==> config.mk <==
export PLATFORM = sky130hd
export DESIGN_NAME = ethernet_descriptor_ring_host
export DESIGN_NICKNAME = d
export VERILOG_FILES = /design/src/design/edr_pkg.sv /design/src/design/edr_front.sv /design/src/design/edr_queue.sv /design/src/design/edr_back.sv /design/src/design/ethernet_descriptor_ring_host.sv
export SDC_FILE = /design/constraint.sdc
export NUM_CORES = 1
export LEC_CHECK = 0
export BUFFER_PORTS_ARGS = -buffer_cell sky130_fd_sc_hd__buf_2
export CORE_ASPECT_RATIO = 1.75
export CORE_MARGIN = 1.5
export CORE_UTILIZATION = 35
export CTS_CLUSTER_DIAMETER = 150
export DETAILED_ROUTE_END_ITERATION = 8
export GPL_ROUTABILITY_DRIVEN = 1
export PLACE_DENSITY_LB_ADDON = 0.08
export SYNTH_ARGS = -nofsm -noshare
export SYNTH_HDL_FRONTEND = slang
export SYNTH_SLANG_ARGS = --single-unit
==> constraint.sdc <==
create_clock -name aclk -period 6.4 [get_ports aclk]
set_input_delay 0.32 -clock aclk [delete_from_list [all_inputs] [get_ports aclk]]
set_output_delay 0.32 -clock aclk [all_outputs]
set_load 0.005 [all_outputs]
==> src/design/edr_pkg.sv <==
// shared types and constants for the descriptor ring host
// no dependencies
package edr_pkg;

    typedef enum logic [2:0] {
        OUT_RX_EMPTY     = 3'd0,
        OUT_RX_DELIVERED = 3'd1,
        OUT_RX_DISCARDED = 3'd2,
        OUT_TX_QUEUED    = 3'd3,
        OUT_TX_REJECTED  = 3'd4,
        OUT_TX_FULL      = 3'd5
    } outcome_t;

    localparam int unsigned OWN_POS   = 15;
    localparam int unsigned ERR_POS   = 14;
    localparam int unsigned START_POS = 9;
    localparam int unsigned END_POS   = 8;

    localparam logic [15:0] RX_STATUS_WORD = 16'h8000;
    localparam logic [15:0] TX_STATUS_WORD = 16'h8300;
    localparam logic [3:0]  LENGTH_TOP     = 4'hF;
    localparam logic [11:0] CRC_BYTES      = 12'd4;

    localparam int unsigned QUEUE_DEPTH = 2;
    localparam int unsigned QUEUE_PTR_W = 1;

    typedef struct packed {
        outcome_t    outcome;
        logic [11:0] frame_length;
        logic [5:0]  pad_bytes;
        logic [15:0] length_word;
        logic [15:0] status_word;
        logic        write_back;
    } cmd_t;

endpackage

==> src/design/edr_front.sv <==
// front end: takes request beats and classifies them into commands
// depends on edr_pkg
module edr_front import edr_pkg::*; #(
    parameter int unsigned BUFFER_BYTES    = 2048,
    parameter int unsigned MIN_FRAME_BYTES = 60
) (
    input  logic        aclk,
    input  logic        aresetn,
    input  logic        cfg_valid,
    output logic        cfg_ready,
    input  logic        cfg_enabled,
    input  logic        s_valid,
    output logic        s_ready,
    input  logic        s_req_type,
    input  logic [15:0] s_desc_status,
    input  logic [11:0] s_desc_byte_count,
    input  logic [15:0] s_send_length,
    output logic        cmd_valid,
    input  logic        cmd_ready,
    output cmd_t        cmd
);

    localparam logic [12:0] BUF_LIMIT_RX = 13'(BUFFER_BYTES);
    localparam logic [15:0] BUF_LIMIT_TX = 16'(BUFFER_BYTES);
    localparam logic [15:0] MIN_LEN      = 16'(MIN_FRAME_BYTES);
    localparam logic [11:0] RX_NEG_LEN   = 12'(12'd0 - 12'(BUFFER_BYTES));

    logic enabled_reg, enabled_next;
    logic cmd_valid_reg, cmd_valid_next;
    cmd_t cmd_reg, cmd_next;

    logic        rx_good;
    logic        tx_bad;
    logic [15:0] tx_total;

    assign cfg_ready = 1'b1;
    assign s_ready   = !cmd_valid_reg || cmd_ready;
    assign cmd_valid = cmd_valid_reg;
    assign cmd       = cmd_reg;

    always_comb begin
        rx_good = s_desc_status[START_POS] && s_desc_status[END_POS]
                  && !s_desc_status[ERR_POS] && (s_desc_byte_count > CRC_BYTES)
                  && ({1'b0, s_desc_byte_count} <= BUF_LIMIT_RX);
        tx_bad  = !enabled_reg || (s_send_length == 16'd0) || (s_send_length > BUF_LIMIT_TX);
        tx_total = (s_send_length < MIN_LEN) ? MIN_LEN : s_send_length;

        cmd_next = '{outcome: OUT_RX_EMPTY, frame_length: '0, pad_bytes: '0,
                     length_word: '0, status_word: '0, write_back: 1'b0};
        if (!s_req_type) begin
            if (!s_desc_status[OWN_POS]) begin
                cmd_next.outcome     = rx_good ? OUT_RX_DELIVERED : OUT_RX_DISCARDED;
                cmd_next.frame_length = rx_good ? (s_desc_byte_count - CRC_BYTES) : 12'd0;
                cmd_next.length_word = {LENGTH_TOP, RX_NEG_LEN};
                cmd_next.status_word = RX_STATUS_WORD;
                cmd_next.write_back  = 1'b1;
            end
        end else if (tx_bad) begin
            cmd_next.outcome = OUT_TX_REJECTED;
        end else if (s_desc_status[OWN_POS]) begin
            cmd_next.outcome = OUT_TX_FULL;
        end else begin
            cmd_next.outcome      = OUT_TX_QUEUED;
            cmd_next.frame_length = tx_total[11:0];
            cmd_next.pad_bytes    = 6'(tx_total - s_send_length);
            cmd_next.length_word  = {LENGTH_TOP, 12'(12'd0 - tx_total[11:0])};
            cmd_next.status_word  = TX_STATUS_WORD;
            cmd_next.write_back   = 1'b1;
        end

        enabled_next = (cfg_valid && cfg_ready) ? cfg_enabled : enabled_reg;
        if (s_valid && s_ready) begin
            cmd_valid_next = 1'b1;
        end else if (cmd_ready) begin
            cmd_valid_next = 1'b0;
        end else begin
            cmd_valid_next = cmd_valid_reg;
        end
    end

    always_ff @(posedge aclk) begin
        if (!aresetn) begin
            enabled_reg   <= 1'b0;
            cmd_valid_reg <= 1'b0;
        end else begin
            enabled_reg   <= enabled_next;
            cmd_valid_reg <= cmd_valid_next;
        end
        if (s_valid && s_ready) begin
            cmd_reg <= cmd_next;
        end
    end

endmodule

==> src/design/edr_queue.sv <==
// two-entry command queue between front and back end
// depends on edr_pkg
module edr_queue import edr_pkg::*; (
    input  logic aclk,
    input  logic aresetn,
    input  logic in_valid,
    output logic in_ready,
    input  cmd_t in_cmd,
    output logic out_valid,
    input  logic out_ready,
    output cmd_t out_cmd
);

    cmd_t mem [QUEUE_DEPTH];
    logic [QUEUE_PTR_W-1:0] wr_ptr_reg, wr_ptr_next;
    logic [QUEUE_PTR_W-1:0] rd_ptr_reg, rd_ptr_next;
    logic [QUEUE_PTR_W:0]   count_reg, count_next;
    logic push, pop;

    assign in_ready  = count_reg != (QUEUE_PTR_W+1)'(QUEUE_DEPTH);
    assign out_valid = count_reg != '0;
    assign out_cmd   = mem[rd_ptr_reg];
    assign push      = in_valid && in_ready;
    assign pop       = out_valid && out_ready;

    always_comb begin
        wr_ptr_next = push ? wr_ptr_reg + 1'b1 : wr_ptr_reg;
        rd_ptr_next = pop ? rd_ptr_reg + 1'b1 : rd_ptr_reg;
        count_next  = count_reg + (QUEUE_PTR_W+1)'(push) - (QUEUE_PTR_W+1)'(pop);
    end

    always_ff @(posedge aclk) begin
        if (!aresetn) begin
            wr_ptr_reg <= '0;
            rd_ptr_reg <= '0;
            count_reg  <= '0;
        end else begin
            wr_ptr_reg <= wr_ptr_next;
            rd_ptr_reg <= rd_ptr_next;
            count_reg  <= count_next;
        end
        if (push) begin
            mem[wr_ptr_reg] <= in_cmd;
        end
    end

endmodule

==> src/design/edr_back.sv <==
// back end: ring indices, frame counters and the result register
// depends on edr_pkg
module edr_back import edr_pkg::*; #(
    parameter int unsigned RX_RING_LOG = 6,
    parameter int unsigned TX_RING_LOG = 4
) (
    input  logic        aclk,
    input  logic        aresetn,
    input  logic        cmd_valid,
    output logic        cmd_ready,
    input  cmd_t        cmd,
    output logic        m_valid,
    input  logic        m_ready,
    output logic [2:0]  m_outcome,
    output logic [5:0]  m_ring_index,
    output logic [11:0] m_frame_length,
    output logic [5:0]  m_pad_bytes,
    output logic [15:0] m_length_word,
    output logic [15:0] m_status_word,
    output logic        m_write_back,
    output logic [31:0] m_rx_frames,
    output logic [31:0] m_tx_frames
);

    logic [RX_RING_LOG-1:0] rx_index_reg, rx_index_next;
    logic [TX_RING_LOG-1:0] tx_index_reg, tx_index_next;
    logic [31:0] rx_count_reg, rx_count_next;
    logic [31:0] tx_count_reg, tx_count_next;
    logic        m_valid_reg, m_valid_next;
    cmd_t        res_reg;
    logic [5:0]  idx_reg, idx_next;
    logic        take, is_rx, rx_adv, tx_adv;

    assign cmd_ready = !m_valid_reg || m_ready;
    assign take      = cmd_valid && cmd_ready;

    always_comb begin
        is_rx  = (cmd.outcome == OUT_RX_EMPTY) || (cmd.outcome == OUT_RX_DELIVERED)
                 || (cmd.outcome == OUT_RX_DISCARDED);
        rx_adv = take && ((cmd.outcome == OUT_RX_DELIVERED) || (cmd.outcome == OUT_RX_DISCARDED));
        tx_adv = take && (cmd.outcome == OUT_TX_QUEUED);
        idx_next      = is_rx ? 6'(rx_index_reg) : 6'(tx_index_reg);
        rx_index_next = rx_adv ? rx_index_reg + 1'b1 : rx_index_reg;
        tx_index_next = tx_adv ? tx_index_reg + 1'b1 : tx_index_reg;
        rx_count_next = (take && cmd.outcome == OUT_RX_DELIVERED) ? rx_count_reg + 32'd1
                                                                  : rx_count_reg;
        tx_count_next = tx_adv ? tx_count_reg + 32'd1 : tx_count_reg;
        if (take) begin
            m_valid_next = 1'b1;
        end else if (m_ready) begin
            m_valid_next = 1'b0;
        end else begin
            m_valid_next = m_valid_reg;
        end
    end

    always_ff @(posedge aclk) begin
        if (!aresetn) begin
            rx_index_reg <= '0;
            tx_index_reg <= '0;
            rx_count_reg <= '0;
            tx_count_reg <= '0;
            m_valid_reg  <= 1'b0;
        end else begin
            rx_index_reg <= rx_index_next;
            tx_index_reg <= tx_index_next;
            rx_count_reg <= rx_count_next;
            tx_count_reg <= tx_count_next;
            m_valid_reg  <= m_valid_next;
        end
        if (take) begin
            res_reg <= cmd;
            idx_reg <= idx_next;
        end
    end

    // counters shown as they stand after the beat in the result register
    logic [31:0] rx_shown_reg, tx_shown_reg;
    always_ff @(posedge aclk) begin
        if (take) begin
            rx_shown_reg <= rx_count_next;
            tx_shown_reg <= tx_count_next;
        end
    end

    assign m_valid        = m_valid_reg;
    assign m_outcome      = res_reg.outcome;
    assign m_ring_index   = idx_reg;
    assign m_frame_length = res_reg.frame_length;
    assign m_pad_bytes    = res_reg.pad_bytes;
    assign m_length_word  = res_reg.length_word;
    assign m_status_word  = res_reg.status_word;
    assign m_write_back   = res_reg.write_back;
    assign m_rx_frames    = rx_shown_reg;
    assign m_tx_frames    = tx_shown_reg;

endmodule

==> src/design/ethernet_descriptor_ring_host.sv <==
// top level of the host-side descriptor ring handler
// depends on edr_pkg, edr_front, edr_queue, edr_back
//
// usage:
//   s_ channel: one request beat per descriptor; s_req_type 0 examines the
//   receive descriptor at the current rx index, 1 asks to send s_send_length
//   bytes using the descriptor at the current tx index
//   m_ channel: one result beat per request, in request order, giving the
//   outcome, the index acted on, the descriptor words to write back and the
//   frame counters after this request
//   cfg_ channel: writes the enabled flag; always ready, write only when idle
// path: the front classify register loads at the accept edge; the command
//   queue and then the result register each hold the request in turn
// throughput: one request per cycle sustained while m_ready stays high
// reset: aresetn low clears both ring indices, both counters and the enabled
//   flag; the user sends no request until aresetn is high again (unenforced)
// stall: when m_ready is low the result holds, the queue fills, and after
//   that s_ready drops; nothing is lost
module ethernet_descriptor_ring_host import edr_pkg::*; #(
    parameter int unsigned RX_RING_LOG     = 6,
    parameter int unsigned TX_RING_LOG     = 4,
    parameter int unsigned BUFFER_BYTES    = 2048,
    parameter int unsigned MIN_FRAME_BYTES = 60
) (
    input  logic        aclk,
    input  logic        aresetn,
    input  logic        cfg_valid,
    output logic        cfg_ready,
    input  logic        cfg_enabled,
    input  logic        s_valid,
    output logic        s_ready,
    input  logic        s_req_type,
    input  logic [15:0] s_desc_status,
    input  logic [11:0] s_desc_byte_count,
    input  logic [15:0] s_send_length,
    output logic        m_valid,
    input  logic        m_ready,
    output logic [2:0]  m_outcome,
    output logic [5:0]  m_ring_index,
    output logic [11:0] m_frame_length,
    output logic [5:0]  m_pad_bytes,
    output logic [15:0] m_length_word,
    output logic [15:0] m_status_word,
    output logic        m_write_back,
    output logic [31:0] m_rx_frames,
    output logic [31:0] m_tx_frames
);

    logic fq_valid, fq_ready, qb_valid, qb_ready;
    cmd_t fq_cmd, qb_cmd;

    edr_front #(
        .BUFFER_BYTES    (BUFFER_BYTES),
        .MIN_FRAME_BYTES (MIN_FRAME_BYTES)
    ) u_front (
        .aclk              (aclk),
        .aresetn           (aresetn),
        .cfg_valid         (cfg_valid),
        .cfg_ready         (cfg_ready),
        .cfg_enabled       (cfg_enabled),
        .s_valid           (s_valid),
        .s_ready           (s_ready),
        .s_req_type        (s_req_type),
        .s_desc_status     (s_desc_status),
        .s_desc_byte_count (s_desc_byte_count),
        .s_send_length     (s_send_length),
        .cmd_valid         (fq_valid),
        .cmd_ready         (fq_ready),
        .cmd               (fq_cmd)
    );

    edr_queue u_queue (
        .aclk      (aclk),
        .aresetn   (aresetn),
        .in_valid  (fq_valid),
        .in_ready  (fq_ready),
        .in_cmd    (fq_cmd),
        .out_valid (qb_valid),
        .out_ready (qb_ready),
        .out_cmd   (qb_cmd)
    );

    edr_back #(
        .RX_RING_LOG (RX_RING_LOG),
        .TX_RING_LOG (TX_RING_LOG)
    ) u_back (
        .aclk           (aclk),
        .aresetn        (aresetn),
        .cmd_valid      (qb_valid),
        .cmd_ready      (qb_ready),
        .cmd            (qb_cmd),
        .m_valid        (m_valid),
        .m_ready        (m_ready),
        .m_outcome      (m_outcome),
        .m_ring_index   (m_ring_index),
        .m_frame_length (m_frame_length),
        .m_pad_bytes    (m_pad_bytes),
        .m_length_word  (m_length_word),
        .m_status_word  (m_status_word),
        .m_write_back   (m_write_back),
        .m_rx_frames    (m_rx_frames),
        .m_tx_frames    (m_tx_frames)
    );

    // write-back only when a descriptor is returned or queued
    a_write_back: assert property (@(posedge aclk) disable iff (!aresetn)
        m_valid |-> (m_write_back == ((m_outcome == OUT_RX_DELIVERED)
            || (m_outcome == OUT_RX_DISCARDED) || (m_outcome == OUT_TX_QUEUED))))
        else $error("write-back flag disagrees with outcome");

    // padding only on queued sends
    a_pad_only_tx: assert property (@(posedge aclk) disable iff (!aresetn)
        (m_valid && (m_pad_bytes != 6'd0)) |-> (m_outcome == OUT_TX_QUEUED))
        else $error("padding on a result that is not a queued send");

    // length word is the negated frame length on a queued send
    a_tx_length: assert property (@(posedge aclk) disable iff (!aresetn)
        (m_valid && (m_outcome == OUT_TX_QUEUED))
            |-> (12'(m_frame_length + m_length_word[11:0]) == 12'd0))
        else $error("length word does not negate frame length");

    // the front holds its command while the command queue is full
    a_queue_push: assert property (@(posedge aclk) disable iff (!aresetn)
        (fq_valid && !fq_ready) |=> fq_valid)
        else $error("front command lost while queue full");

endmodule

## Yosys cells after proc, flatten, opt, wreduce, memory -nomap -nowiden

Memory sizes are Yosys's and may differ from the RTL's. A register that Yosys moved wholly into a read port is not among the register bits.
Index checks and enable logic that the tools add are counted.

| operators by class | value |
|---|---|
| equal/unequal tests | 4 |
| order comparisons | 4 |
| mux-type cells | 22 |
| add/subtract/negate cells | 11 |
| bitwise operators | 1 |
| reductions and logical operators | 27 |

Operators with widths:

| operator | count |
|---|---|
| 51-bit 2-to-1 mux | 2 |
| 33-bit 2-to-1 mux | 2 |
| 32-bit by 1-bit adder with 32-bit output (second input constant) | 2 |
| 32-bit 2-to-1 mux | 2 |
| 15-bit 2-to-1 mux | 2 |
| 12-bit 2-to-1 mux | 2 |
| 16-bit by 12-bit > comparator with 1-bit output (second input constant) | 1 |
| 16-bit logical NOT | 1 |
| 16-bit by 6-bit < comparator with 1-bit output (second input constant) | 1 |
| 12-bit by 3-bit > comparator with 1-bit output (second input constant) | 1 |
| 12-bit <= comparator (second input constant) | 1 |
| 1-bit by 12-bit subtractor with 12-bit output (first input constant) | 1 |
| 12-bit by 3-bit subtractor with 12-bit output (second input constant) | 1 |
| 1-bit logical AND | 10 |
| 1-bit 2-to-1 mux | 8 |
| 1-bit logical OR | 7 |
| 6-bit by 1-bit adder with 6-bit output (second input constant) | 1 |
| 3-bit by 2-bit == test with 1-bit output (second input constant) | 2 |
| 3-bit 2-to-1 mux | 2 |
| 2-bit nonzero test | 3 |
| 6-bit subtractor | 1 |
| 4-bit by 1-bit adder with 4-bit output (second input constant) | 1 |
| 1-bit logical NOT | 4 |
| 4-bit 2-to-1 mux | 1 |
| 9 further kinds | 10 |

| storage, ports and cells | value |
|---|---|
| memory bits (writable) | 108 |
| register bits | 259 |
| memories | 1 |
| input bits | 51 |
| output and inout port bits | 127 |

Memory list:

| name | depth | bits a word | rd ports | clocked after memory_dff | write ports | line | RTL |
|---|---|---|---|---|---|---|---|
| u_queue.mem | 2 | 54 | 1 | 1 | 1 | edr_queue.sv:14 | `cmd_t mem [QUEUE_DEPTH];` |

## Logic depth before layout (Yosys ltp)

| depth | value |
|---|---|
| word-level depth | 7 |
| mapped depth | 10 |

## Cells and area by module

Synthesis repeated with hierarchy kept, for this count alone.

| unflattened totals | value |
|---|---|
| cells, all modules | 971 |
| area total of the unflattened synthesis | 13974.7 µm² |

Modules (own cells, without submodules):

| module | area each (µm²) | cells each | seq. area each (µm²) | times used |
|---|---|---|---|---|
| edr_back | 7536.0 | 555 | 5225.0 | 1 |
| edr_queue | 4177.8 | 197 | 3343.2 | 1 |
| edr_front | 2260.9 | 219 | 1091.0 | 1 |

## Worst setup path after synthesis

No wires, ideal clock.

| timing | value |
|---|---|
| path type | reg2reg |
| from | register u_back.m_valid_reg (netlist: u_back.m_valid) |
| to | register u_queue.count_reg[1] |
| arrival | 6.591 ns |
| period minus slack after synthesis | 6.718 ns |
| setup slack | -0.318 ns |
| data required time | 6.272 ns |
| path buffers | 1 |
| cell stages (with the launch flop) | 10 |
| cell sequence | dfxtp_1 -> nor2b_1 -> clkbuf_1 -> nor2_1 -> ha_1 -> inv_1 -> ha_1 -> xor2_1 -> xnor2_1 -> nor2_1 |

| on the way | value |
|---|---|
| longest elaborated chain between the ends | 4 |

RTL lines:

| what | line | RTL |
|---|---|---|
| start, declared | edr_back.sv:29 | `logic m_valid_reg, m_valid_next;` |
| start signal, assigned | edr_back.sv:69 | `m_valid_reg <= m_valid_next;` |
| 1-bit logical NOT | edr_back.sv:34 | `assign cmd_ready = !m_valid_reg \|\| m_ready;` |
| 1-bit logical OR | edr_back.sv:34 |  |
| 1-bit logical AND | edr_queue.sv:24 | `assign pop = out_valid && out_ready;` |
| 2-bit by 1-bit subtractor with 2-bit output | edr_queue.sv:29 | `count_next = count_reg + (QUEUE_PTR_W+1)'(push) - (QUEUE_PTR_W+1)'(pop);` |
| end signal, assigned | edr_queue.sv:40 | `count_reg <= count_next;` |
| end, declared | edr_queue.sv:17 | `logic [QUEUE_PTR_W:0] count_reg, count_next;` |

Every way passes these cells.
A chain may end at the register's enable or synchronous reset.

==> flow_summary.ini <==
[place]
hpwl_um = 17400
dpl_worst_slack_ps = 3110
port_buffers = 151
dp.cells = 1468
gp_congestion = 0.800

[finish]
final_layout_size_suffix_gt1_frac = 0.246
antenna_cells = 0
final_core_util = 0.418
fin_cells = 1524
seqCellArea_mm2 = 0.00795
final.fill_count = 3181
largest_register_ffs = 70
fin_nets = 1108
area_growth_syn_to_layout_pct = 17.8
multiInputGateArea_mm2 = 0.00381

[hold_path]
min_to = u_front.cmd_valid
hold_depth = 3
hp-class = in -> reg
hold_path.startpoint = s_valid

[yosys]
syn_inst = 885
yosys-top-cells-count = edfxtp_1, dfxtp_1, nand2_1
synth_area_mm2 = 0.0120
synth_area_leaders = edfxtp_1, dfxtp_1, xnor2_1
synth-seq-area-share = 0.663
ys_types = 62
async_reset_ff_frac = 0
synth_edf_count = 210
synth_area_per_cell_um2 = 13.5
synth_largest_area_cell = edfxtp_1
yosys.cell_count.top_type = edfxtp_1
ys_seq_elements = 292
netlist.area_leader.share = 0.526
synth_warnings = 0
synth-main-ff-cell = edfxtp_1

[power_and_ir_drop]
p_int_mw = 3.67
clockPowerShare = 0.326
p_comb_frac = 0.156
switching_share = 0.263
cellLeakagePower_nw = 5.28
power_per_cell_area_mw_per_mm2 = 352
seq_power_share = 0.518
p_switching_mw = 1.31
irDropWorstVdd_mv = 0.186

[global_routing]
grtUsageTotal = 0.146
antenna_found_initial = 0
grt_pass1_wl_um = 39600
grt_pass1_vias = 7317
grt_start_max_net_pins = 75
gr-total-overflow = 0

[route]
drc = 0
ant_nets = 0
route.met2.wl_um = 14500
wl_per_cell_um = 16.7
num_vias = 7216
vias_per_cell = 4.73
met3_wirelength_um = 1040
dr.first_iter.drc_count = 236
met1_length_um = 9380
wl_um = 25500
drt-pass1-iter-count = 4
top_layer = met4

[worst_setup_path]
critPathTopFamily = flip-flops
reg2regPathDepth = 5
cp_num_buf_inv = 0
cpMaxStageDelayCell = dfxtp_2
crit_arrival_ps = 3460
crit_fanout = 41
crit_path_end_kind = flip-flop
r2r_setup_slack_ps = 3240
critPathLaunchType = flip-flop
crit_chain = nand3b_1 -> a211oi_4 -> nand2_2 -> or3_1 -> xnor2_1
criticalPathCategory = reg -> reg
critPathRequiredTime_ps = 6700
r2r_end = u_back.m_rx_frames[19]
max_stage_delay_ps = 980

[sta]
fin_tns_setup_ps = 0
tightestPinTransition_ps = 1020
period_needed_ps = 3160
max_clock_freq_mhz = 317
fin_crit_sh = 0.494
setup_viol = 0
drv_slew = 0
finalWorstSetupSlack_ps = 3240
finalClockSkew_ps = 17.7
slew_headroom = 0.317
hold_slack_ps = 101
rsz0062_at_grt = no
hold_viol = 0

[flow_run]
cap_violations = 0

[cts]
clk_latency_ps = 570
cts_sinks = 292
cts_tree = done
ctsResizeCount = 0
cts_buffers = 29
cts-root-buf = clkbuf_16
clk_transition_reported_paths_ps = 60
clockBufferDepth = 3
cts-htree-levels = 1
post-cts-setup-buffers = 0

[floorplan]
dieHeight_um = 248
start_util = 0.355
fp.coreArea_mm2 = 0.0337
die_area_mm2 = 0.0354
rows = 89
ioPinCount = 178
die_w_um = 143

[run_status]
status = finished clean
worst max-delay path by stage:
stage,start,endpoint,slack [ps],cells past startpoint
detailed placement,flip-flop,u_back.m_rx_frames[19],3110,5
global route,flip-flop,u_back.m_rx_frames[19],2890,5
floorplan,u_back.m_valid,u_queue.count_reg[1],1620,9
finish,flip-flop,u_back.m_rx_frames[19],3240,5
global placement,flip-flop,u_back.m_rx_frames[19],3130,5
CTS,flip-flop,u_back.m_rx_frames[19],3090,5
cell usage in the layout (no fill, tap or decap), types with 6 or more instances in the layout:
cell type | Yosys | layout
a21oi_1 | 8 | 8
and2_1 | 61 | 61
and3_1 | 16 | 16
buf_2 | 3 | 151
buf_4 | 23 | 9
clkbuf_1 | 16 | 13
clkbuf_16 | 0 | 29
clkbuf_8 | 0 | 7
conb_1 | 2 | 14
dfxtp_1 | 82 | 81
edfxtp_1 | 210 | 210
ha_1 | 11 | 11
inv_1 | 12 | 12
mux2_2 | 36 | 36
mux2i_1 | 13 | 13
nand2_1 | 66 | 66
nand2b_1 | 12 | 12
nand3_1 | 33 | 33
nand4_1 | 35 | 35
nor2_1 | 50 | 48
nor3_1 | 11 | 11
nor4_1 | 9 | 9
o21ai_0 | 10 | 10
or3_1 | 8 | 8
or4_1 | 6 | 6
xnor2_1 | 61 | 61
xor2_1 | 25 | 25
layout make-up:
class	count	share of cell area
timing repair buffer	162	0.0597
tap	455	0.0403
sequential	292	0.563
multi-input combinational	548	0.270
clock inverter	5	0.00204
inverter	13	0.00363
clock buffer	49	0.0617
per-layer routing:
metal  vias up  track usage
met2       153        0.296
met1      3494        0.147
met3        44       0.0230
li1       3525            -
met4         0       0.0482
met5         -            0
what timing repair did:
action                                 4_1_cts  5_1_grt
endpoints found under the hold margin        1        0
setup endpoints to repair                    0        0
hold buffers                                 2        0
through the flow:
| stage | instance area, µm² | power, mW |
|---|---|---|
| after floorplan | 12000 | 3.03 |
| after global placement | 13200 | 3.43 |
| after detailed placement | 13200 | 3.44 |
| after CTS | 14100 | 5.10 |
| after global routing | 14100 | 5.24 |
| final | 14100 | 4.97 |
power groups by stage:
stage | Clock (mW) | Sequential, mW | Combinational (mW)
2_1_floorplan | 0 | 2.61 | 0.416
3_3_place_gp | 0 | 2.63 | 0.800
3_5_place_dp | 0 | 2.63 | 0.810
4_1_cts | 1.69 | 2.59 | 0.812
5_1_grt | 1.75 | 2.62 | 0.872
6_report | 1.62 | 2.58 | 0.776
tightest hold or removal path, cell delays in order:
cell	delay, ps
buf_2	80
inv_1	90
a21oi_1	130
logic make-up after synthesis:
logic type / synth area share
AND/OR/NAND/NOR: 0.158
flip-flops: 0.663
XOR/XNOR: 0.0628
buffers and inverters: 0.0256
multiplexers: 0.0459
AO/OA/AOI/OAI: 0.0325
adder cells (fa/ha/maj): 0.0115
other: 0.000627
(Power assumes the default switching activity.)
